**config.mk**
```make
export PLATFORM = sky130hd
export DESIGN_NAME = detection_candidate_decode
export DESIGN_NICKNAME = d
export VERILOG_FILES = /design/src/rtl/dcd_pkg.sv /design/src/rtl/detection_candidate_decode.sv /design/src/rtl/dcd_front.sv /design/src/rtl/dcd_queue.sv /design/src/rtl/dcd_back.sv
export SDC_FILE = /design/constraint.sdc
export NUM_CORES = 2
export LEC_CHECK = 0
export BUFFER_PORTS_ARGS = -buffer_cell sky130_fd_sc_hd__buf_2
export CORE_ASPECT_RATIO = 0.8
export CORE_MARGIN = 2
export CORE_UTILIZATION = 36
export CTS_BUF_LIST = sky130_fd_sc_hd__clkbuf_16
export DETAILED_ROUTE_END_ITERATION = 10
export GPL_ROUTABILITY_DRIVEN = 1
export GPL_TIMING_DRIVEN = 0
export PLACE_DENSITY = 0.47
export SLEW_MARGIN = 20
export SYNTH_ARGS = -nofsm -noshare
export SYNTH_HDL_FRONTEND = slang
export SYNTH_SLANG_ARGS = --single-unit
export TNS_END_PERCENT = 100
```
**constraint.sdc**
```tcl
create_clock -name clk -period 12.6 [get_ports clk]
set_clock_uncertainty 0.2 [all_clocks]
set_input_delay 1.26 -clock clk [delete_from_list [all_inputs] [get_ports clk]]
set_output_delay 1.26 -clock clk [all_outputs]
set_load 0.02 [all_outputs]
```
**src/rtl/dcd_pkg.sv**
```systemverilog
// ----------------------------------------------------------------------------
// dcd_pkg
// Types and constants shared by the detection candidate decode modules.
// ----------------------------------------------------------------------------
`default_nettype none

package dcd_pkg;

  localparam int SCORE_W  = 16;
  localparam int COORD_W  = 16;
  localparam int SCALE_W  = 16;
  localparam int PIX_W    = 12;
  localparam int CLASS_W  = 7;

  localparam int IN_DATA_W  = 80;
  localparam int OUT_DATA_W = 88;

  localparam int ADDR_W = 5;
  localparam int DATA_W = 32;

  // register index codes (byte address = 4 * index)
  localparam logic [2:0] REG_THRESHOLD = 3'd0;
  localparam logic [2:0] REG_SCALE_X   = 3'd1;
  localparam logic [2:0] REG_SCALE_Y   = 3'd2;
  localparam logic [2:0] REG_IMG_W     = 3'd3;
  localparam logic [2:0] REG_IMG_H     = 3'd4;

  localparam logic [SCORE_W-1:0] THRESHOLD_RST = 16'd16384;
  localparam logic [SCALE_W-1:0] SCALE_RST     = 16'd4096;
  localparam logic [PIX_W-1:0]   IMG_W_RST     = 12'd1920;
  localparam logic [PIX_W-1:0]   IMG_H_RST     = 12'd1080;

  localparam int QUEUE_DEPTH = 4;
  localparam int QPTR_W      = 2;

  // one kept candidate, handed from front to back
  typedef struct packed {
    logic [CLASS_W-1:0] class_id;
    logic [SCORE_W-1:0] confidence;
    logic [COORD_W-1:0] center_x;
    logic [COORD_W-1:0] center_y;
    logic [COORD_W-1:0] box_w;
    logic [COORD_W-1:0] box_h;
  } job_t;

  typedef struct packed {
    logic [CLASS_W-1:0] class_id;
    logic [SCORE_W-1:0] confidence;
    logic [COORD_W-1:0] left;
    logic [COORD_W-1:0] top;
    logic [COORD_W-1:0] out_width;
    logic [COORD_W-1:0] out_height;
  } result_t;

  typedef struct packed {
    logic [SCORE_W-1:0] score_threshold;
    logic [SCALE_W-1:0] scale_x;
    logic [SCALE_W-1:0] scale_y;
    logic [PIX_W-1:0]   image_width;
    logic [PIX_W-1:0]   image_height;
  } cfg_t;

endpackage

`default_nettype wire

```
**src/rtl/detection_candidate_decode.sv**
```systemverilog
// ----------------------------------------------------------------------------
// detection_candidate_decode
// Class score stream to thresholded, scaled corner-form detection boxes.
// ----------------------------------------------------------------------------
// One score word is taken per clock. s_tready drops only while the four-entry
// candidate queue is full, which happens only if more than four kept
// candidates finish while m_tready is held low. Each kept candidate passes
// through the queue and then the box pipeline registers (subtract, multiply,
// saturate, edge limit + output register) to reach m_tdata; the box pipeline
// takes one candidate per clock unless a stalled output word holds it.
// Registers are read live, so write them only while the block is idle.
`default_nettype none

module detection_candidate_decode #(
  parameter int MAX_CLASSES = 128
) (
  input  wire logic                              clk,
  input  wire logic                              rst,
  // slave stream
  input  wire logic                              s_tvalid,
  output logic                                   s_tready,
  // center_x, center_y, box_w, box_h, class_score
  input  wire logic [dcd_pkg::IN_DATA_W-1:0]     s_tdata,
  input  wire logic                              s_tlast,
  // master stream
  output logic                                   m_tvalid,
  input  wire logic                              m_tready,
  // class_id, confidence, left, top, out_width, out_height, zero pad
  output logic [dcd_pkg::OUT_DATA_W-1:0]         m_tdata,
  // config port
  input  wire logic                              psel,
  input  wire logic                              penable,
  input  wire logic                              pwrite,
  input  wire logic [dcd_pkg::ADDR_W-1:0]        paddr,
  input  wire logic [dcd_pkg::DATA_W-1:0]        pwdata,
  output logic [dcd_pkg::DATA_W-1:0]             prdata,
  output logic                                   pready
);

  dcd_pkg::cfg_t    cfg;
  dcd_pkg::job_t    push_job, pop_job;
  dcd_pkg::result_t res;
  logic             push, queue_full, queue_valid, pop;
  logic             wr_en;
  logic [2:0]       reg_idx;

  assign pready  = 1'b1;
  assign wr_en   = psel && penable && pwrite && pready;
  assign reg_idx = paddr[4:2];

  always_ff @(posedge clk) begin
    if (rst) begin
      cfg.score_threshold <= dcd_pkg::THRESHOLD_RST;
      cfg.scale_x         <= dcd_pkg::SCALE_RST;
      cfg.scale_y         <= dcd_pkg::SCALE_RST;
      cfg.image_width     <= dcd_pkg::IMG_W_RST;
      cfg.image_height    <= dcd_pkg::IMG_H_RST;
    end else if (wr_en) begin
      case (reg_idx)
        dcd_pkg::REG_THRESHOLD: cfg.score_threshold <= pwdata[15:0];
        dcd_pkg::REG_SCALE_X:   cfg.scale_x         <= pwdata[15:0];
        dcd_pkg::REG_SCALE_Y:   cfg.scale_y         <= pwdata[15:0];
        dcd_pkg::REG_IMG_W:     cfg.image_width     <= pwdata[11:0];
        dcd_pkg::REG_IMG_H:     cfg.image_height    <= pwdata[11:0];
        default: ;
      endcase
    end
  end

  always_comb begin
    case (reg_idx)
      dcd_pkg::REG_THRESHOLD: prdata = 32'(cfg.score_threshold);
      dcd_pkg::REG_SCALE_X:   prdata = 32'(cfg.scale_x);
      dcd_pkg::REG_SCALE_Y:   prdata = 32'(cfg.scale_y);
      dcd_pkg::REG_IMG_W:     prdata = 32'(cfg.image_width);
      dcd_pkg::REG_IMG_H:     prdata = 32'(cfg.image_height);
      default:                prdata = '0;
    endcase
  end

  dcd_front #(
    .MAX_CLASSES(MAX_CLASSES)
  ) u_front (
    .clk            (clk),
    .rst            (rst),
    .in_valid       (s_tvalid),
    .in_ready       (s_tready),
    .center_x       (s_tdata[15:0]),
    .center_y       (s_tdata[31:16]),
    .box_w          (s_tdata[47:32]),
    .box_h          (s_tdata[63:48]),
    .class_score    (s_tdata[79:64]),
    .last_score     (s_tlast),
    .score_threshold(cfg.score_threshold),
    .queue_full     (queue_full),
    .push           (push),
    .push_job       (push_job)
  );

  dcd_queue u_queue (
    .clk      (clk),
    .rst      (rst),
    .push     (push),
    .push_job (push_job),
    .full     (queue_full),
    .not_empty(queue_valid),
    .pop      (pop),
    .pop_job  (pop_job)
  );

  dcd_back u_back (
    .clk      (clk),
    .rst      (rst),
    .cfg      (cfg),
    .job_valid(queue_valid),
    .job_pop  (pop),
    .job      (pop_job),
    .res_valid(m_tvalid),
    .res_ready(m_tready),
    .res      (res)
  );

  assign m_tdata = {1'b0, res.out_height, res.out_width, res.top, res.left,
                    res.confidence, res.class_id};

endmodule

`default_nettype wire

```
**src/rtl/dcd_front.sv**
```systemverilog
// ----------------------------------------------------------------------------
// dcd_front
// Running best-class compare over a score stream; queues kept candidates.
// ----------------------------------------------------------------------------
`default_nettype none

module dcd_front #(
  parameter int MAX_CLASSES = 128
) (
  input  wire logic                          clk,
  input  wire logic                          rst,
  input  wire logic                          in_valid,
  output logic                               in_ready,
  input  wire logic [dcd_pkg::COORD_W-1:0]   center_x,
  input  wire logic [dcd_pkg::COORD_W-1:0]   center_y,
  input  wire logic [dcd_pkg::COORD_W-1:0]   box_w,
  input  wire logic [dcd_pkg::COORD_W-1:0]   box_h,
  input  wire logic [dcd_pkg::SCORE_W-1:0]   class_score,
  input  wire logic                          last_score,
  input  wire logic [dcd_pkg::SCORE_W-1:0]   score_threshold,
  input  wire logic                          queue_full,
  output logic                               push,
  output dcd_pkg::job_t                      push_job
);

  localparam logic [dcd_pkg::CLASS_W-1:0] CLASS_LIMIT = dcd_pkg::CLASS_W'(MAX_CLASSES - 1);

  logic [dcd_pkg::SCORE_W-1:0] best_score;
  logic [dcd_pkg::CLASS_W-1:0] best_class;
  logic [dcd_pkg::CLASS_W-1:0] class_counter;

  logic                        take;
  logic                        win;
  logic [dcd_pkg::SCORE_W-1:0] cur_score;
  logic [dcd_pkg::CLASS_W-1:0] cur_class;

  assign in_ready  = !queue_full;
  assign take      = in_valid && in_ready;
  assign win       = class_score > best_score;
  assign cur_score = win ? class_score : best_score;
  assign cur_class = win ? class_counter : best_class;

  assign push = take && last_score && (cur_score >= score_threshold);

  always_comb begin
    push_job.class_id   = cur_class;
    push_job.confidence = cur_score;
    push_job.center_x   = center_x;
    push_job.center_y   = center_y;
    push_job.box_w      = box_w;
    push_job.box_h      = box_h;
  end

  always_ff @(posedge clk) begin
    if (rst) begin
      best_score    <= '0;
      best_class    <= '0;
      class_counter <= '0;
    end else if (take) begin
      if (last_score) begin
        best_score    <= '0;
        best_class    <= '0;
        class_counter <= '0;
      end else begin
        best_score <= cur_score;
        best_class <= cur_class;
        // index sticks at the top class once the limit is reached
        if (class_counter < CLASS_LIMIT) begin
          class_counter <= class_counter + 1'b1;
        end
      end
    end
  end

endmodule

`default_nettype wire

```
**src/rtl/dcd_queue.sv**
```systemverilog
// ----------------------------------------------------------------------------
// dcd_queue
// Small register FIFO between the score front end and the box back end.
// ----------------------------------------------------------------------------
`default_nettype none

module dcd_queue (
  input  wire logic    clk,
  input  wire logic    rst,
  input  wire logic    push,
  input  wire dcd_pkg::job_t push_job,
  output logic         full,
  output logic         not_empty,
  input  wire logic    pop,
  output dcd_pkg::job_t pop_job
);

  dcd_pkg::job_t               entries [dcd_pkg::QUEUE_DEPTH];
  logic [dcd_pkg::QPTR_W-1:0]  wr_ptr;
  logic [dcd_pkg::QPTR_W-1:0]  rd_ptr;
  logic [dcd_pkg::QPTR_W:0]    count;

  assign full      = count == (dcd_pkg::QPTR_W+1)'(dcd_pkg::QUEUE_DEPTH);
  assign not_empty = count != '0;
  assign pop_job   = entries[rd_ptr];

  always_ff @(posedge clk) begin
    if (push) begin
      entries[wr_ptr] <= push_job;
    end
  end

  always_ff @(posedge clk) begin
    if (rst) begin
      wr_ptr <= '0;
      rd_ptr <= '0;
      count  <= '0;
    end else begin
      if (push) begin
        wr_ptr <= wr_ptr + 1'b1;
      end
      if (pop) begin
        rd_ptr <= rd_ptr + 1'b1;
      end
      if (push && !pop) begin
        count <= count + 1'b1;
      end else if (pop && !push) begin
        count <= count - 1'b1;
      end
    end
  end

endmodule

`default_nettype wire

```
**src/rtl/dcd_back.sv**
```systemverilog
// ----------------------------------------------------------------------------
// dcd_back
// Box pipeline: center to corner form, scaling, clamping, output register.
// ----------------------------------------------------------------------------
`default_nettype none

module dcd_back (
  input  wire logic     clk,
  input  wire logic     rst,
  input  wire dcd_pkg::cfg_t cfg,
  input  wire logic     job_valid,
  output logic          job_pop,
  input  wire dcd_pkg::job_t job,
  output logic          res_valid,
  input  wire logic     res_ready,
  output dcd_pkg::result_t res
);

  // stage 1: 2*center - size
  logic          v1;
  logic          s1_pos_x, s1_pos_y;
  logic [16:0]   s1_dx, s1_dy;
  dcd_pkg::job_t s1_job;

  // stage 2: products
  logic          v2;
  logic [32:0]   s2_px, s2_py;
  logic [31:0]   s2_pw, s2_ph;
  logic [dcd_pkg::CLASS_W-1:0] s2_class;
  logic [dcd_pkg::SCORE_W-1:0] s2_conf;

  // stage 3: saturated corner and size
  logic          v3;
  logic [15:0]   s3_left, s3_top, s3_sw, s3_sh;
  logic [dcd_pkg::CLASS_W-1:0] s3_class;
  logic [dcd_pkg::SCORE_W-1:0] s3_conf;

  logic          adv;
  logic [16:0]   tw_x, tw_y;
  logic [15:0]   edge_x, edge_y, room_x, room_y;

  // whole pipeline steps together; the queue in front soaks up stalls
  assign adv     = !res_valid || res_ready;
  assign job_pop = adv && job_valid;

  assign tw_x = {job.center_x, 1'b0};
  assign tw_y = {job.center_y, 1'b0};

  assign edge_x = {cfg.image_width, 4'h0};
  assign edge_y = {cfg.image_height, 4'h0};
  assign room_x = (s3_left >= edge_x) ? 16'd0 : edge_x - s3_left;
  assign room_y = (s3_top  >= edge_y) ? 16'd0 : edge_y - s3_top;

  always_ff @(posedge clk) begin
    if (adv) begin
      s1_job   <= job;
      s1_pos_x <= tw_x > {1'b0, job.box_w};
      s1_pos_y <= tw_y > {1'b0, job.box_h};
      s1_dx    <= tw_x - {1'b0, job.box_w};
      s1_dy    <= tw_y - {1'b0, job.box_h};

      s2_px    <= s1_pos_x ? 33'(s1_dx) * 33'(cfg.scale_x) : 33'd0;
      s2_py    <= s1_pos_y ? 33'(s1_dy) * 33'(cfg.scale_y) : 33'd0;
      s2_pw    <= 32'(s1_job.box_w) * 32'(cfg.scale_x);
      s2_ph    <= 32'(s1_job.box_h) * 32'(cfg.scale_y);
      s2_class <= s1_job.class_id;
      s2_conf  <= s1_job.confidence;

      // corner is in 2^-17 units, size in 2^-16; both floor to Q12.4
      s3_left  <= (|s2_px[32:29]) ? 16'hFFFF : s2_px[28:13];
      s3_top   <= (|s2_py[32:29]) ? 16'hFFFF : s2_py[28:13];
      s3_sw    <= (|s2_pw[31:28]) ? 16'hFFFF : s2_pw[27:12];
      s3_sh    <= (|s2_ph[31:28]) ? 16'hFFFF : s2_ph[27:12];
      s3_class <= s2_class;
      s3_conf  <= s2_conf;

      res.class_id   <= s3_class;
      res.confidence <= s3_conf;
      res.left       <= s3_left;
      res.top        <= s3_top;
      res.out_width  <= (s3_sw < room_x) ? s3_sw : room_x;
      res.out_height <= (s3_sh < room_y) ? s3_sh : room_y;
    end
  end

  always_ff @(posedge clk) begin
    if (rst) begin
      v1        <= 1'b0;
      v2        <= 1'b0;
      v3        <= 1'b0;
      res_valid <= 1'b0;
    end else if (adv) begin
      v1        <= job_valid;
      v2        <= v1;
      v3        <= v2;
      res_valid <= v3;
    end
  end

endmodule

`default_nettype wire

```
==> impl_metrics.yaml <==
yosys:
  synth_edf_count: 714
  ys_ff_latch: 829
  synth_top_flop_cell: "edfxtp_1"
  synth.avg_cell_area_um2: 11.2
  ys_seq_area_frac: 0.355
  yosys.cell_types.count: 73
  synth_area_um2: 67000
  async_reset_ff_frac: 0
  synth.yosys.warnings: 0
  syn_inst: 5977
global_route:
  antenna_found_initial: 49
  grt_pass1_wl_um: 300000
  grt_pass1_vias: 45400
  grt_overflow_total: 0
  grt_use_total: 0.213
  grt_start_max_net_pins: 113
cts:
  clockBufferDepth: 3
  clk_pin_slew_ps: 60
  ctsHoldBuffers: 0
  cts.sinks: 829
  post_cts_buffers: 0
  ctsHtreeMaxLevel: 3
  cts_tree: "built"
  numCtsBuffers: 89
  clock_latency_ps: 730
  cts_resized: 0
  cts_root_buf: "clkbuf_16"
routing:
  drt_first_iter_violations: 3442
  route.detailed.drc: 0
  vias: 43900
  routed_via_density: 4.98
  wl_per_cell_um: 22.7
  ant_nets: 0
  drt_pass1_iterations: 5
  drt_wl_total_um: 200000
timing:
  timing.final.crit_share: 0.675
  hold_viol_final: 0
  max_freq_mhz: 118
  finalSetupViolCount: 0
  tightest_slew_ps: 1200
  maxSlewViolCount: 0
  slew_headroom: 0.197
  min_period_ps: 8500
  rsz0062_at_grt: "false"
power_and_ir_drop:
  p_sw_mw: 4.86
  intPower_mw: 7.27
  pwr_density_cell_nw_per_um2: 163
  p_clk_frac: 0.231
  pwr-share-seq: 0.371
  combPwrFrac: 0.398
  ir_drop_v: 0.000126
  swShare: 0.401
  finalPower_mw: 12.1
  leakage_nw: 33.4
floorplanning:
  die_w_um: 486
  die_area_um2: 189000
  ioPinCount: 248
  core_area_um2: 185000
  start_util: 0.362
  num_rows: 141
  fp.dieH_um: 390
setup_path:
  crit_slowest_cell: "a21oi_1"
  required_ps: 12860
  cpPeakStageDelay_ps: 620
  end_kind: "flop"
  path_class: "flop to flop"
  path_cells: "clkbuf_1, clkbuf_1, nand2_1, fa_1, inv_1, fa_1, inv_1, fa_1, inv_1, fa_1, fa_1, inv_1, fa_1, inv_1, ha_1, nand4_1, nor2_1, nand2_1, a21oi_1, o221ai_1, o21ai_0, a41oi_1, xnor2_1, and2_1"
  path_buf_inv: 7
  critPathArrivalTime_ps: 8760
  start_kind: "flop"
  cpMostUsedCell: "fa_1"
  crit_family: "adder cells"
  cp_max_fo: 10
placement:
  post-dp-hpwl_um: 161000
  place_area_um2: 71400
  port_buffers: 210
  gp_congestion: 0.935
layout:
  multiInputGateArea_um2: 38200
  seqCellArea_um2: 23700
  fillCellCount: 17900
  mostFrequentLayoutCells: "inv_1 (1077), fa_1 (803), nand2_1 (765)"
  nets: 7766
  postLayoutCellArea_um2: 74600
  drive_above_1_share: 0.0817
  area_growth_pct: 11.5
  mostFrequentLayoutCell: "inv_1"
run_status:
  status: "completed"
flow_run:
  drv_cap: 0
worst_hold_path:
  worstHoldPathType: "flop to flop"
==> worst register-to-register path: cells and delay by family, from the launching register on <==
family,cells,cell delay [ps]
DFF,1,300
AOI/OAI and AO/OA,4,1770
xor gates and xnor gates,1,160
and+or+nand+nor,5,1090
adders and majority gates,7,3420
buffers and inverters,7,1350
==> synthesized netlist by cell type (all sizes together) (4+ instances only) <==
| master | number | area, um^2 |
|---|---|---|
| o31ai | 8 | 60.1 |
| o21ai | 70 | 350 |
| a31oi | 12 | 75.1 |
| a221oi | 5 | 43.8 |
| mux2 | 24 | 270 |
| nor4 | 13 | 81.3 |
| a32o | 22 | 220 |
| or3 | 7 | 43.8 |
| nand4 | 28 | 175 |
| inv | 1068 | 4010 |
| a21boi | 7 | 52.6 |
| nand3 | 48 | 240 |
| o21bai | 23 | 173 |
| nand2 | 765 | 2870 |
| nor2 | 139 | 522 |
| and4 | 10 | 87.6 |
| o22ai | 13 | 81.3 |
| o211ai | 14 | 105 |
| buf | 39 | 218 |
| a211oi | 17 | 133 |
| mux4 | 86 | 1940 |
| a2111oi | 4 | 60.1 |
| fa | 803 | 16100 |
| xor2 | 36 | 315 |
| xnor2 | 85 | 744 |
| ha | 532 | 6660 |
| clkbuf | 225 | 845 |
| mux2i | 64 | 641 |
| and3 | 18 | 114 |
| nor2b | 23 | 144 |
| a21o | 84 | 631 |
| o21a | 17 | 128 |
| dfxtp | 115 | 2300 |
| and2 | 503 | 3150 |
| a21oi | 183 | 916 |
| or2 | 4 | 25.0 |
| nor3 | 36 | 185 |
| edfxtp | 714 | 21400 |
| nand2b | 75 | 469 |
==> logic make-up (layout without fill, tap and decap cells) <==
logic type	after synthesis	in the layout	synth area share
muxes	174	174	0.0425
and+or+nand+nor	1676	1676	0.122
other	2	31	0.000112
adders and majority gates	1335	1335	0.340
buffers and inverters	1332	1717	0.0757
xor gates and xnor gates	121	121	0.0158
DFF	829	829	0.355
AOI/OAI and AO/OA	508	508	0.0497
==> area by class of cell <==
class,instances,share of cell area
tap,2431,0.0408
sequential,829,0.318
clock inverter,73,0.0120
buffer,264,0.0143
inverter,1068,0.0538
multi-input combinational,3832,0.512
antenna,13,0.000436
timing repair buffer,222,0.0180
clock buffer,90,0.0302
==> layer usage <==
layer	routed length (um)	up-vias	track usage
li1	-	20000	-
met1	98400	22200	0.329
met2	80000	1438	0.297
met3	16400	258	0.0488
met4	5320	32	0.0568
met5	202	-	0
==> through the flow <==
stage	hold WS (ps)	util	setup WS, ps	cells	TNS [ps]
6_report	215	0.404	4100	8822	0
3_5_place_dp	205	0.387	4050	8646	0
2_1_floorplan	200	-	1250	5993	0
5_1_grt	219	0.404	3490	8816	0
4_1_cts	217	0.404	4060	8809	0
3_3_place_gp	203	0.385	-3820	8634	-207410
==> power by group through the flow <==
stage,combinational (mW),clock [mW],sequential (mW)
floorplan,3.09,0,4.33
global placement,4.79,0,4.57
detailed placement,4.83,0,4.54
CTS,4.86,2.88,4.49
global route,5.38,2.97,4.57
finish,4.82,2.80,4.50
==> flip-flops by register name, indices dropped and copies added (netlist names), 20 cells and up, named ones only <==
name / flops
u_queue.entries: 348
u_back.s1_job: 55
u_back.s2_pw: 20
u_back.s2_px: 20
u_back.s2_ph: 20
u_back.s2_py: 20
u_back.res: 87
cfg: 72
==> path summary, 6_finish.rpt <==
path                                                  start                        endpoint  slack (ps)  depth (start not counted)
worst max-delay path                   cfg[31]$_SDFFE_PP0P_  u_back.s2_py[32]$_SDFFCE_PN0P_        4100                         24
worst max register to register         cfg[31]$_SDFFE_PP0P_  u_back.s2_py[32]$_SDFFCE_PN0P_        4100                         24
worst min-delay path            u_back.s2_conf[4]$_DFFE_PP_     u_back.s3_conf[4]$_DFFE_PP_         220                          0
worst min register to register  u_back.s2_conf[4]$_DFFE_PP_     u_back.s3_conf[4]$_DFFE_PP_         220                          0
Note: power is estimated with default switching activity, not from simulation.
